[src/rtl/stok_pkg.sv]
// ============================================================================
// stok_pkg
// Shared types, constants and helpers of the source tokenizer stream core.
// ============================================================================
package stok_pkg;

    localparam int LINE_BITS   = 16;
    localparam int LENGTH_BITS = 16;
    localparam int FIELD_BITS  = 16;
    localparam int KIND_BITS   = 4;
    localparam int MAX_TOKENS  = 3;
    localparam int QUEUE_DEPTH = 4;
    localparam int QPTR_BITS   = $clog2(QUEUE_DEPTH);
    localparam int QCNT_BITS   = $clog2(QUEUE_DEPTH + 1);
    localparam int OUT_BITS    = 2 * FIELD_BITS;

    localparam logic [7:0] CH_TAB        = 8'h09;
    localparam logic [7:0] CH_NL         = 8'h0A;
    localparam logic [7:0] CH_CR         = 8'h0D;
    localparam logic [7:0] CH_SPACE      = 8'h20;
    localparam logic [7:0] CH_QUOTE      = 8'h22;
    localparam logic [7:0] CH_LPAREN     = 8'h28;
    localparam logic [7:0] CH_RPAREN     = 8'h29;
    localparam logic [7:0] CH_SLASH      = 8'h2F;
    localparam logic [7:0] CH_UNDERSCORE = 8'h5F;

    typedef enum logic [2:0] {
        MODE_IDLE,
        MODE_INT,
        MODE_IDENT,
        MODE_STRING,
        MODE_COMMENT
    } mode_t;

    typedef enum logic [KIND_BITS-1:0] {
        KIND_SPACE,
        KIND_INT,
        KIND_VARIABLE,
        KIND_FUNCTION,
        KIND_STRING,
        KIND_LPAREN,
        KIND_RPAREN,
        KIND_COMMENT,
        KIND_UNKNOWN,
        KIND_END
    } kind_t;

    typedef struct packed {
        kind_t                  kind;
        logic [FIELD_BITS-1:0]  length;
        logic [FIELD_BITS-1:0]  line;
    } token_t;

    // Tokens of one input item, oldest in slot 0.
    typedef struct packed {
        logic [1:0]                 count;
        token_t [MAX_TOKENS-1:0]    tok;
    } bundle_t;

    // Queue status seen by the front and back parts.
    typedef struct packed {
        logic can_push;
        logic has_item;
    } qstat_t;

    function automatic logic is_digit(input logic [7:0] c);
        return c inside {[8'h30:8'h39]};
    endfunction

    function automatic logic is_alpha(input logic [7:0] c);
        return c inside {[8'h41:8'h5A], [8'h61:8'h7A]};
    endfunction

    function automatic logic is_ident_char(input logic [7:0] c);
        return is_alpha(c) || is_digit(c) || (c == CH_UNDERSCORE);
    endfunction

    function automatic logic is_drop_ws(input logic [7:0] c);
        return (c inside {[CH_TAB:CH_CR]}) && (c != CH_NL);
    endfunction

    // Appends one token to a bundle; lengths and lines are cut to the field width.
    function automatic bundle_t emit(input bundle_t b, input kind_t k,
                                     input logic [LENGTH_BITS-1:0] len,
                                     input logic [LINE_BITS-1:0] ln);
        bundle_t r;
        r = b;
        r.tok[r.count].kind   = k;
        r.tok[r.count].length = FIELD_BITS'(len);
        r.tok[r.count].line   = FIELD_BITS'(ln);
        r.count               = r.count + 2'd1;
        return r;
    endfunction

endpackage

[src/rtl/stok_front.sv]
// ============================================================================
// stok_front
// Scanner: takes one byte item per cycle while the queue has room, updates the
// scan state and builds the bundle of tokens that the item causes.
// ============================================================================
module stok_front
    import stok_pkg::*;
(
    input  logic        clk,
    input  logic        rst_n,
    input  logic        in_valid,
    output logic        in_ready,
    input  logic [7:0]  ch,
    input  logic        carries_char,
    input  logic        end_of_text,
    input  qstat_t      qstat,
    output logic        push,
    output bundle_t     bundle
);

    mode_t                  mode_reg, mode_next;
    logic                   slash_reg, slash_next;
    logic [LENGTH_BITS-1:0] run_reg, run_next;
    logic [LINE_BITS-1:0]   line_reg, line_next;
    logic                   take;
    logic                   go_dispatch;
    bundle_t                b;

    // Next scan state and the tokens of this item.
    always_comb
    begin
        mode_next   = mode_reg;
        slash_next  = slash_reg;
        run_next    = run_reg;
        line_next   = line_reg;
        go_dispatch = 1'b0;
        b           = '0;

        if (carries_char)
        begin
            case (mode_next)
                MODE_INT:
                begin
                    if (is_digit(ch))
                    begin
                        if (run_next != '1)
                            run_next = run_next + 1'b1;
                    end
                    else
                    begin
                        b = emit(b, KIND_INT, run_next, line_next);
                        go_dispatch = 1'b1;
                    end
                end
                MODE_IDENT:
                begin
                    if (is_ident_char(ch))
                    begin
                        if (run_next != '1)
                            run_next = run_next + 1'b1;
                    end
                    else
                    begin
                        b = emit(b, (ch == CH_LPAREN) ? KIND_FUNCTION : KIND_VARIABLE,
                                 run_next, line_next);
                        go_dispatch = 1'b1;
                    end
                end
                MODE_STRING:
                begin
                    if (ch == CH_NL)
                    begin
                        if (line_next != '1)
                            line_next = line_next + 1'b1;
                    end
                    else
                    begin
                        b = emit(b, KIND_STRING, LENGTH_BITS'(1), line_next);
                        if (ch == CH_QUOTE)
                            mode_next = MODE_IDLE;
                    end
                end
                MODE_COMMENT:
                begin
                    if (ch != CH_NL)
                    begin
                        if (run_next != '1)
                            run_next = run_next + 1'b1;
                    end
                    else
                    begin
                        b = emit(b, KIND_COMMENT, run_next, line_next);
                        go_dispatch = 1'b1;
                    end
                end
                default:
                begin
                    if (slash_next)
                    begin
                        slash_next = 1'b0;
                        if (ch == CH_SLASH)
                        begin
                            mode_next = MODE_COMMENT;
                            run_next  = LENGTH_BITS'(2);
                        end
                        else
                        begin
                            b = emit(b, KIND_UNKNOWN, LENGTH_BITS'(1), line_next);
                            go_dispatch = 1'b1;
                        end
                    end
                    else
                        go_dispatch = 1'b1;
                end
            endcase

            if (go_dispatch)
            begin
                mode_next = MODE_IDLE;
                run_next  = '0;
                if (ch == CH_NL)
                begin
                    if (line_next != '1)
                        line_next = line_next + 1'b1;
                end
                else if (ch == CH_SPACE)
                    b = emit(b, KIND_SPACE, LENGTH_BITS'(1), line_next);
                else if (is_drop_ws(ch))
                    b = b;
                else if (is_digit(ch))
                begin
                    mode_next = MODE_INT;
                    run_next  = LENGTH_BITS'(1);
                end
                else if (is_alpha(ch))
                begin
                    mode_next = MODE_IDENT;
                    run_next  = LENGTH_BITS'(1);
                end
                else if (ch == CH_QUOTE)
                begin
                    b = emit(b, KIND_STRING, LENGTH_BITS'(1), line_next);
                    mode_next = MODE_STRING;
                end
                else if (ch == CH_LPAREN)
                    b = emit(b, KIND_LPAREN, LENGTH_BITS'(1), line_next);
                else if (ch == CH_RPAREN)
                    b = emit(b, KIND_RPAREN, LENGTH_BITS'(1), line_next);
                else if (ch == CH_SLASH)
                    slash_next = 1'b1;
                else
                    b = emit(b, KIND_UNKNOWN, LENGTH_BITS'(1), line_next);
            end
        end

        if (end_of_text)
        begin
            case (mode_next)
                MODE_INT:     b = emit(b, KIND_INT, run_next, line_next);
                MODE_IDENT:   b = emit(b, KIND_VARIABLE, run_next, line_next);
                MODE_COMMENT: b = emit(b, KIND_COMMENT, run_next, line_next);
                MODE_IDLE:
                begin
                    if (slash_next)
                        b = emit(b, KIND_UNKNOWN, LENGTH_BITS'(1), line_next);
                end
                default:      b = b;
            endcase
            b = emit(b, KIND_END, '0, line_next);
            mode_next  = MODE_IDLE;
            slash_next = 1'b0;
            run_next   = '0;
            line_next  = '0;
        end
    end

    // Handshake and queue write.
    always_comb
    begin
        in_ready = qstat.can_push;
        take     = in_valid && qstat.can_push;
        push     = take && (b.count != 2'd0);
        bundle   = b;
    end

    always_ff @(posedge clk or negedge rst_n)
    begin
        if (!rst_n)
        begin
            mode_reg  <= MODE_IDLE;
            slash_reg <= 1'b0;
            run_reg   <= '0;
            line_reg  <= '0;
        end
        else if (take)
        begin
            mode_reg  <= mode_next;
            slash_reg <= slash_next;
            run_reg   <= run_next;
            line_reg  <= line_next;
        end
    end

endmodule

[src/rtl/stok_queue.sv]
// ============================================================================
// stok_queue
// Short first-in first-out queue of token bundles between scanner and
// output stage.
// ============================================================================
module stok_queue
    import stok_pkg::*;
(
    input  logic     clk,
    input  logic     rst_n,
    input  logic     push,
    input  bundle_t  push_data,
    input  logic     pop,
    output bundle_t  head,
    output qstat_t   qstat
);

    bundle_t                entry_reg [QUEUE_DEPTH];
    logic [QPTR_BITS-1:0]   wptr_reg, rptr_reg;
    logic [QCNT_BITS-1:0]   count_reg, count_next;

    always_comb
    begin
        qstat.can_push = (count_reg != QCNT_BITS'(QUEUE_DEPTH));
        qstat.has_item = (count_reg != '0);
        head           = entry_reg[rptr_reg];
        count_next     = count_reg;
        if (push && !pop)
            count_next = count_reg + 1'b1;
        else if (pop && !push)
            count_next = count_reg - 1'b1;
    end

    always_ff @(posedge clk)
    begin
        if (push)
            entry_reg[wptr_reg] <= push_data;
    end

    always_ff @(posedge clk or negedge rst_n)
    begin
        if (!rst_n)
        begin
            wptr_reg  <= '0;
            rptr_reg  <= '0;
            count_reg <= '0;
        end
        else
        begin
            if (push)
                wptr_reg <= wptr_reg + 1'b1;
            if (pop)
                rptr_reg <= rptr_reg + 1'b1;
            count_reg <= count_next;
        end
    end

endmodule

[src/rtl/stok_back.sv]
// ============================================================================
// stok_back
// Output stage: sends the tokens of the queue head one per cycle through a
// registered output while the receiver is ready.
// ============================================================================
module stok_back
    import stok_pkg::*;
(
    input  logic                 clk,
    input  logic                 rst_n,
    input  bundle_t              head,
    input  qstat_t               qstat,
    output logic                 pop,
    output logic                 out_valid,
    input  logic                 out_ready,
    output logic [OUT_BITS-1:0]  out_data,
    output logic [KIND_BITS-1:0] out_user,
    output logic                 out_last
);

    logic [1:0]           idx_reg, idx_next;
    logic                 valid_reg;
    logic [OUT_BITS-1:0]  data_reg, data_next;
    logic [KIND_BITS-1:0] user_reg;
    logic                 last_reg, last_next;
    logic                 load;
    token_t               cur;

    always_comb
    begin
        load      = qstat.has_item && (!valid_reg || out_ready);
        cur       = head.tok[idx_reg];
        last_next = (idx_reg == head.count - 2'd1);
        pop       = load && last_next;
        idx_next  = last_next ? 2'd0 : idx_reg + 2'd1;
        data_next = {cur.line, cur.length};
    end

    always_ff @(posedge clk or negedge rst_n)
    begin
        if (!rst_n)
        begin
            idx_reg   <= '0;
            valid_reg <= 1'b0;
        end
        else
        begin
            if (load)
            begin
                idx_reg   <= idx_next;
                valid_reg <= 1'b1;
            end
            else if (out_ready)
                valid_reg <= 1'b0;
        end
    end

    always_ff @(posedge clk)
    begin
        if (load)
        begin
            data_reg <= data_next;
            user_reg <= cur.kind;
            last_reg <= last_next;
        end
    end

    assign out_valid = valid_reg;
    assign out_data  = data_reg;
    assign out_user  = user_reg;
    assign out_last  = last_reg;

endmodule

[src/rtl/source_tokenizer_stream_core.sv]
// ============================================================================
// source_tokenizer_stream_core
// Streaming tokenizer: one source byte per item in, tokens of kind, length
// and line number out.
// ============================================================================
//
// Channel  Side    Item         tdata            tuser         tlast
// s_*      input   source byte  ch               carries_char  end_of_text
// m_*      output  one token    length, line     token_kind    run_end
//
// The scanner takes one input item per cycle whenever the bundle queue has
// room, and each item yields zero to three tokens that leave one per cycle while m_tready is high.
// Input runs at one item per cycle while items average at most one token;
// otherwise it drops to the token rate. The four-deep queue lets either side
// stall without stopping the other. Reset (rst_n low, asynchronous) returns
// the scanner to idle at line 0 and empties the queue and the output register.
// ============================================================================
module source_tokenizer_stream_core
    import stok_pkg::*;
(
    input  logic                 clk,
    input  logic                 rst_n,
    input  logic                 s_tvalid,
    output logic                 s_tready,
    input  logic [7:0]           s_tdata,   // [7:0] ch
    input  logic                 s_tuser,   // [0] carries_char
    input  logic                 s_tlast,   // end_of_text
    output logic                 m_tvalid,
    input  logic                 m_tready,
    output logic [OUT_BITS-1:0]  m_tdata,   // [15:0] token_length, [31:16] line_number
    output logic [KIND_BITS-1:0] m_tuser,   // [3:0] token_kind
    output logic                 m_tlast    // run_end
);

    qstat_t   qstat;
    logic     push;
    logic     pop;
    bundle_t  push_bundle;
    bundle_t  head;

    // Front part: byte classification and token formation.
    stok_front u_front (
        .clk          (clk),
        .rst_n        (rst_n),
        .in_valid     (s_tvalid),
        .in_ready     (s_tready),
        .ch           (s_tdata),
        .carries_char (s_tuser),
        .end_of_text  (s_tlast),
        .qstat        (qstat),
        .push         (push),
        .bundle       (push_bundle)
    );

    // Holds the token bundles of items that have been scanned but not sent.
    stok_queue u_queue (
        .clk       (clk),
        .rst_n     (rst_n),
        .push      (push),
        .push_data (push_bundle),
        .pop       (pop),
        .head      (head),
        .qstat     (qstat)
    );

    // Back part: one token per cycle while m_tready is high; the last token of an item carries tlast.
    stok_back u_back (
        .clk       (clk),
        .rst_n     (rst_n),
        .head      (head),
        .qstat     (qstat),
        .pop       (pop),
        .out_valid (m_tvalid),
        .out_ready (m_tready),
        .out_data  (m_tdata),
        .out_user  (m_tuser),
        .out_last  (m_tlast)
    );

endmodule

[config.mk]
export PLATFORM = sky130hd
export DESIGN_NAME = source_tokenizer_stream_core
export DESIGN_NICKNAME = d
export VERILOG_FILES = /design/src/rtl/stok_pkg.sv /design/src/rtl/stok_front.sv /design/src/rtl/stok_queue.sv /design/src/rtl/stok_back.sv /design/src/rtl/source_tokenizer_stream_core.sv
export SDC_FILE = /design/constraint.sdc
export NUM_CORES = 1
export LEC_CHECK = 0
export BUFFER_PORTS_ARGS = -buffer_cell sky130_fd_sc_hd__buf_4
export CAP_MARGIN = 25
export CORE_UTILIZATION = 50
export CTS_CLUSTER_SIZE = 25
export DETAILED_ROUTE_END_ITERATION = 12
export PLACE_DENSITY = 0.66
export SKIP_CTS_REPAIR_TIMING = 1
export SLEW_MARGIN = 10
export SYNTH_ARGS = -nofsm -noshare
export SYNTH_HDL_FRONTEND = slang
export SYNTH_HIERARCHICAL = 1
export SYNTH_SLANG_ARGS = --single-unit
[constraint.sdc]
create_clock -name clk -period 8.25 [get_ports clk]
set_input_delay 1.65 -clock clk [delete_from_list [all_inputs] [get_ports clk]]
set_output_delay 1.65 -clock clk [all_outputs]
set_load 0.02 [all_outputs]
==> impl_metrics.json <==
{
  "synth.distinct_cells": 109,
  "cp-end-kind": "flip-flop",
  "max_freq_mhz": 146,
  "worst_slew_pin_slew_ps": 1050,
  "peakVddDrop_uv": 200,
  "crit-reg2reg-launch": "u_front/mode_reg[1]$_DFFE_PN0P_",
  "die_w_um": 225,
  "slew_violations": 0,
  "cts_buffers": 51,
  "seq_area_frac_synth_pct": 62.4,
  "antenna_cells": 0,
  "cts_tree": "built",
  "hold_viol": 0,
  "max-slew-margin-rel_pct": 27.9,
  "htreeDepth": 2,
  "placementRows": 81,
  "final_nets": 1795,
  "crit_path_start_kind": "primary input",
  "io_buffers": 52,
  "synthArstFlopShare_pct": 8.80,
  "critPathCapture": "u_queue/entry_reg[0][40]$_DFFE_PP_",
  "firstDrtPassIters": 6,
  "clock_latency_ps": 590,
  "drc": 0,
  "worst-path-max-fanout": 34,
  "rsz0062_at_grt": "no",
  "fin_cells": 2469,
  "setup_viol": 0,
  "skew_ps": 15.4,
  "grt_antenna_before_repair": 0,
  "path_class": "primary input to flip-flop",
  "die_area_mm2": 0.0505,
  "syn_inst": 1739,
  "initial_utilization_pct": 50.7,
  "area_growth_pct": 10.5,
  "startpoint": "s_tdata[2]",
  "grt_pass1_wl_um": 94000,
  "place.detailed.hpwl_um": 40700,
  "viasPerCell": 6.35,
  "final_area_mm2": 0.0274,
  "arrival_ps": 7090,
  "drt-wirelength-per-cell_um": 25.0,
  "synth_area_per_cell_um2": 14.3,
  "timing.final.crit_share_pct": 82.8,
  "syn_area_mm2": 0.0248,
  "clock_sinks": 523,
  "grt_pass1_vias": 15036,
  "outcome": "completed",
  "grt_max_degree": 64,
  "ant_nets": 0,
  "place_inst": 2373,
  "ys_ff_latch": 523,
  "drt_iter0_markers": 1733,
  "grt_overflow": 0,
  "postPlaceCellArea_mm2": 0.0257,
  "power.density_mw_per_mm2": 299,
  "wl_um": 61800,
  "largest_reg_flops": 440,
  "r2r_slack_ps": 2300,
  "die_height_um": 225,
  "leakage_nw": 9.29,
  "clock_path_buffers": 3,
  "cap_violations": 0,
  "grt_util_all_layers_pct": 24.9,
  "routabilityCongestion": 0.914,
  "synth-edff-count": 477,
  "hold_ws_ps": 512,
  "hold_class": "flip-flop to flip-flop",
  "drive_gt1_share_pct": 18.1,
  "rr_worst_depth": 18,
  "synth.net_count": 1770,
  "clk_pin_slew_ps": 60,
  "period_minus_slack_ps": 6830,
  "worstReg2RegEnd": "u_queue/entry_reg[0][40]$_DFFE_PP_",
  "io_pins": 53,
  "required_ps": 8520,
  "cts_root_buffer": "clkbuf_16",
  "yosys_warnings": 6,
  "tns_ps": 0,
  "ys.flop_type": "edfxtp_1",
  "core_area_mm2": 0.0490,
  "num_vias": 15688
}
-- stage by stage --
step                      utilization [%]  setup WS (ps)  power [mW]
after global routing                 56.0           1090        8.56
final                                56.0           1420        8.20
after detailed placement             52.6            977        5.99
after floorplan                         -           1020        5.30
after global placement               52.5           1050        5.97
after CTS                            55.9           1560        8.28
-- routing by layer --
metal	GRT usage [%]	vias to the layer above	wire length (um)
li1	-	6899	-
met1	38.9	7995	27800
met2	36.1	696	27500
met3	4.04	98	5160
met4	6.61	0	1350
met5	0	-	0
-- cell type report --
type / count / area (um^2)
repair buffers: 80 / 693
clock inverters: 26 / 253
clock buffers: 68 / 1400
inverters: 30 / 113
fillers: 3887 / 21600
flip-flops and latches: 523 / 15500
multi-input cells: 1078 / 8620
well taps: 664 / 831
-- cells by family (layout without fill, tap and decap cells) --
kind of cell / after synthesis / after routing / synth area share [%]
AO/OA/AOI/OAI: 357 / 357 / 9.63
XOR/XNOR: 35 / 35 / 1.27
adder cells (fa/ha/maj): 17 / 17 / 0.888
buffers and inverters: 138 / 204 / 2.91
flip-flops: 523 / 523 / 62.4
multiplexers: 173 / 173 / 12.5
AND/OR/NAND/NOR: 496 / 496 / 10.4
-- critical path, stage by stage --
cell	delay, ps
buf_4	180
o21ai_0	410
a21boi_0	230
nor2_1	540
and3_1	360
inv_1	210
ha_1	340
nand2_1	50
o22ai_1	140
nand2_1	90
a21oi_2	270
ha_1	280
nor2_1	160
a21oi_1	110
ha_1	320
o21bai_1	430
o21ba_1	350
and2_4	570
buf_4	370
-- synthesized netlist by cell type, types with 7 or more instances --
library cell,count,share of area (%)
xnor2_1,17,0.60
and3_1,11,0.28
o21ai_1,13,0.26
o21a_1,9,0.27
xor2_1,17,0.60
nor4_1,13,0.33
clkbuf_1,52,0.79
nor2_1,106,1.6
nor2_2,7,0.18
nand4_1,20,0.50
nor2b_1,17,0.43
ha_1,16,0.81
buf_2,32,0.65
a22oi_1,15,0.45
a31oi_1,10,0.25
a21o_1,14,0.42
a211oi_1,8,0.24
a22o_1,8,0.28
a21oi_1,59,1.2
nand2_1,156,2.4
o31ai_1,10,0.30
nand3_1,37,0.75
inv_1,29,0.44
edfxtp_1,477,58
dfrtp_1,46,4.6
mux4_2,110,10
o22ai_1,25,0.63
mux2i_1,62,2.5
nand2b_1,16,0.40
and2_1,10,0.25
or3_1,8,0.20
o211ai_1,8,0.24
buf_6,13,0.59
nor3_1,35,0.71
o21ai_0,95,1.9
and4_1,9,0.32
-- layout by cell type (no fill, tap or decap), drive strengths merged, types with 15 or more instances in the layout --
| cell type | count |
|---|---|
| edfxtp | 477 |
| nand2 | 156 |
| nor2 | 113 |
| mux4 | 110 |
| o21ai | 110 |
| buf | 79 |
| clkbuf | 69 |
| mux2i | 62 |
| a21oi | 61 |
| dfrtp | 46 |
| nor3 | 39 |
| nand3 | 38 |
| inv | 34 |
| o22ai | 25 |
| nand4 | 20 |
| xnor2 | 18 |
| nor2b | 18 |
| xor2 | 17 |
| clkinv | 17 |
| nand2b | 16 |
| ha | 16 |
| a22oi | 16 |
| nor4 | 15 |
-- report_power, final --
| part | switching (mW) | total, mW | internal (mW) |
|---|---|---|---|
| sequential | 0.224 | 3.61 | 3.39 |
| combinational | 1.32 | 2.29 | 0.975 |
| clock | 0.970 | 2.29 | 1.32 |
-- how the worst min path moves through the flow --
| stage | startpoint | end | slack (ps) | cells past startpoint |
|---|---|---|---|---|
| after floorplan | u_queue/count_reg[2]$_DFFE_PN0P_ | u_queue/count_reg[2]$_DFFE_PN0P_ | 450 | 1 |
| after global placement | u_queue/count_reg[2]$_DFFE_PN0P_ | u_queue/count_reg[2]$_DFFE_PN0P_ | 480 | 1 |
| after detailed placement | u_queue/count_reg[2]$_DFFE_PN0P_ | u_queue/count_reg[2]$_DFFE_PN0P_ | 490 | 1 |
| after CTS | u_queue/count_reg[2]$_DFFE_PN0P_ | u_queue/count_reg[2]$_DFFE_PN0P_ | 500 | 1 |
| after global routing | u_queue/count_reg[2]$_DFFE_PN0P_ | u_queue/count_reg[2]$_DFFE_PN0P_ | 530 | 1 |
| final | u_queue/count_reg[2]$_DFFE_PN0P_ | u_queue/count_reg[2]$_DFFE_PN0P_ | 510 | 1 |
(Power assumes the default switching activity.)
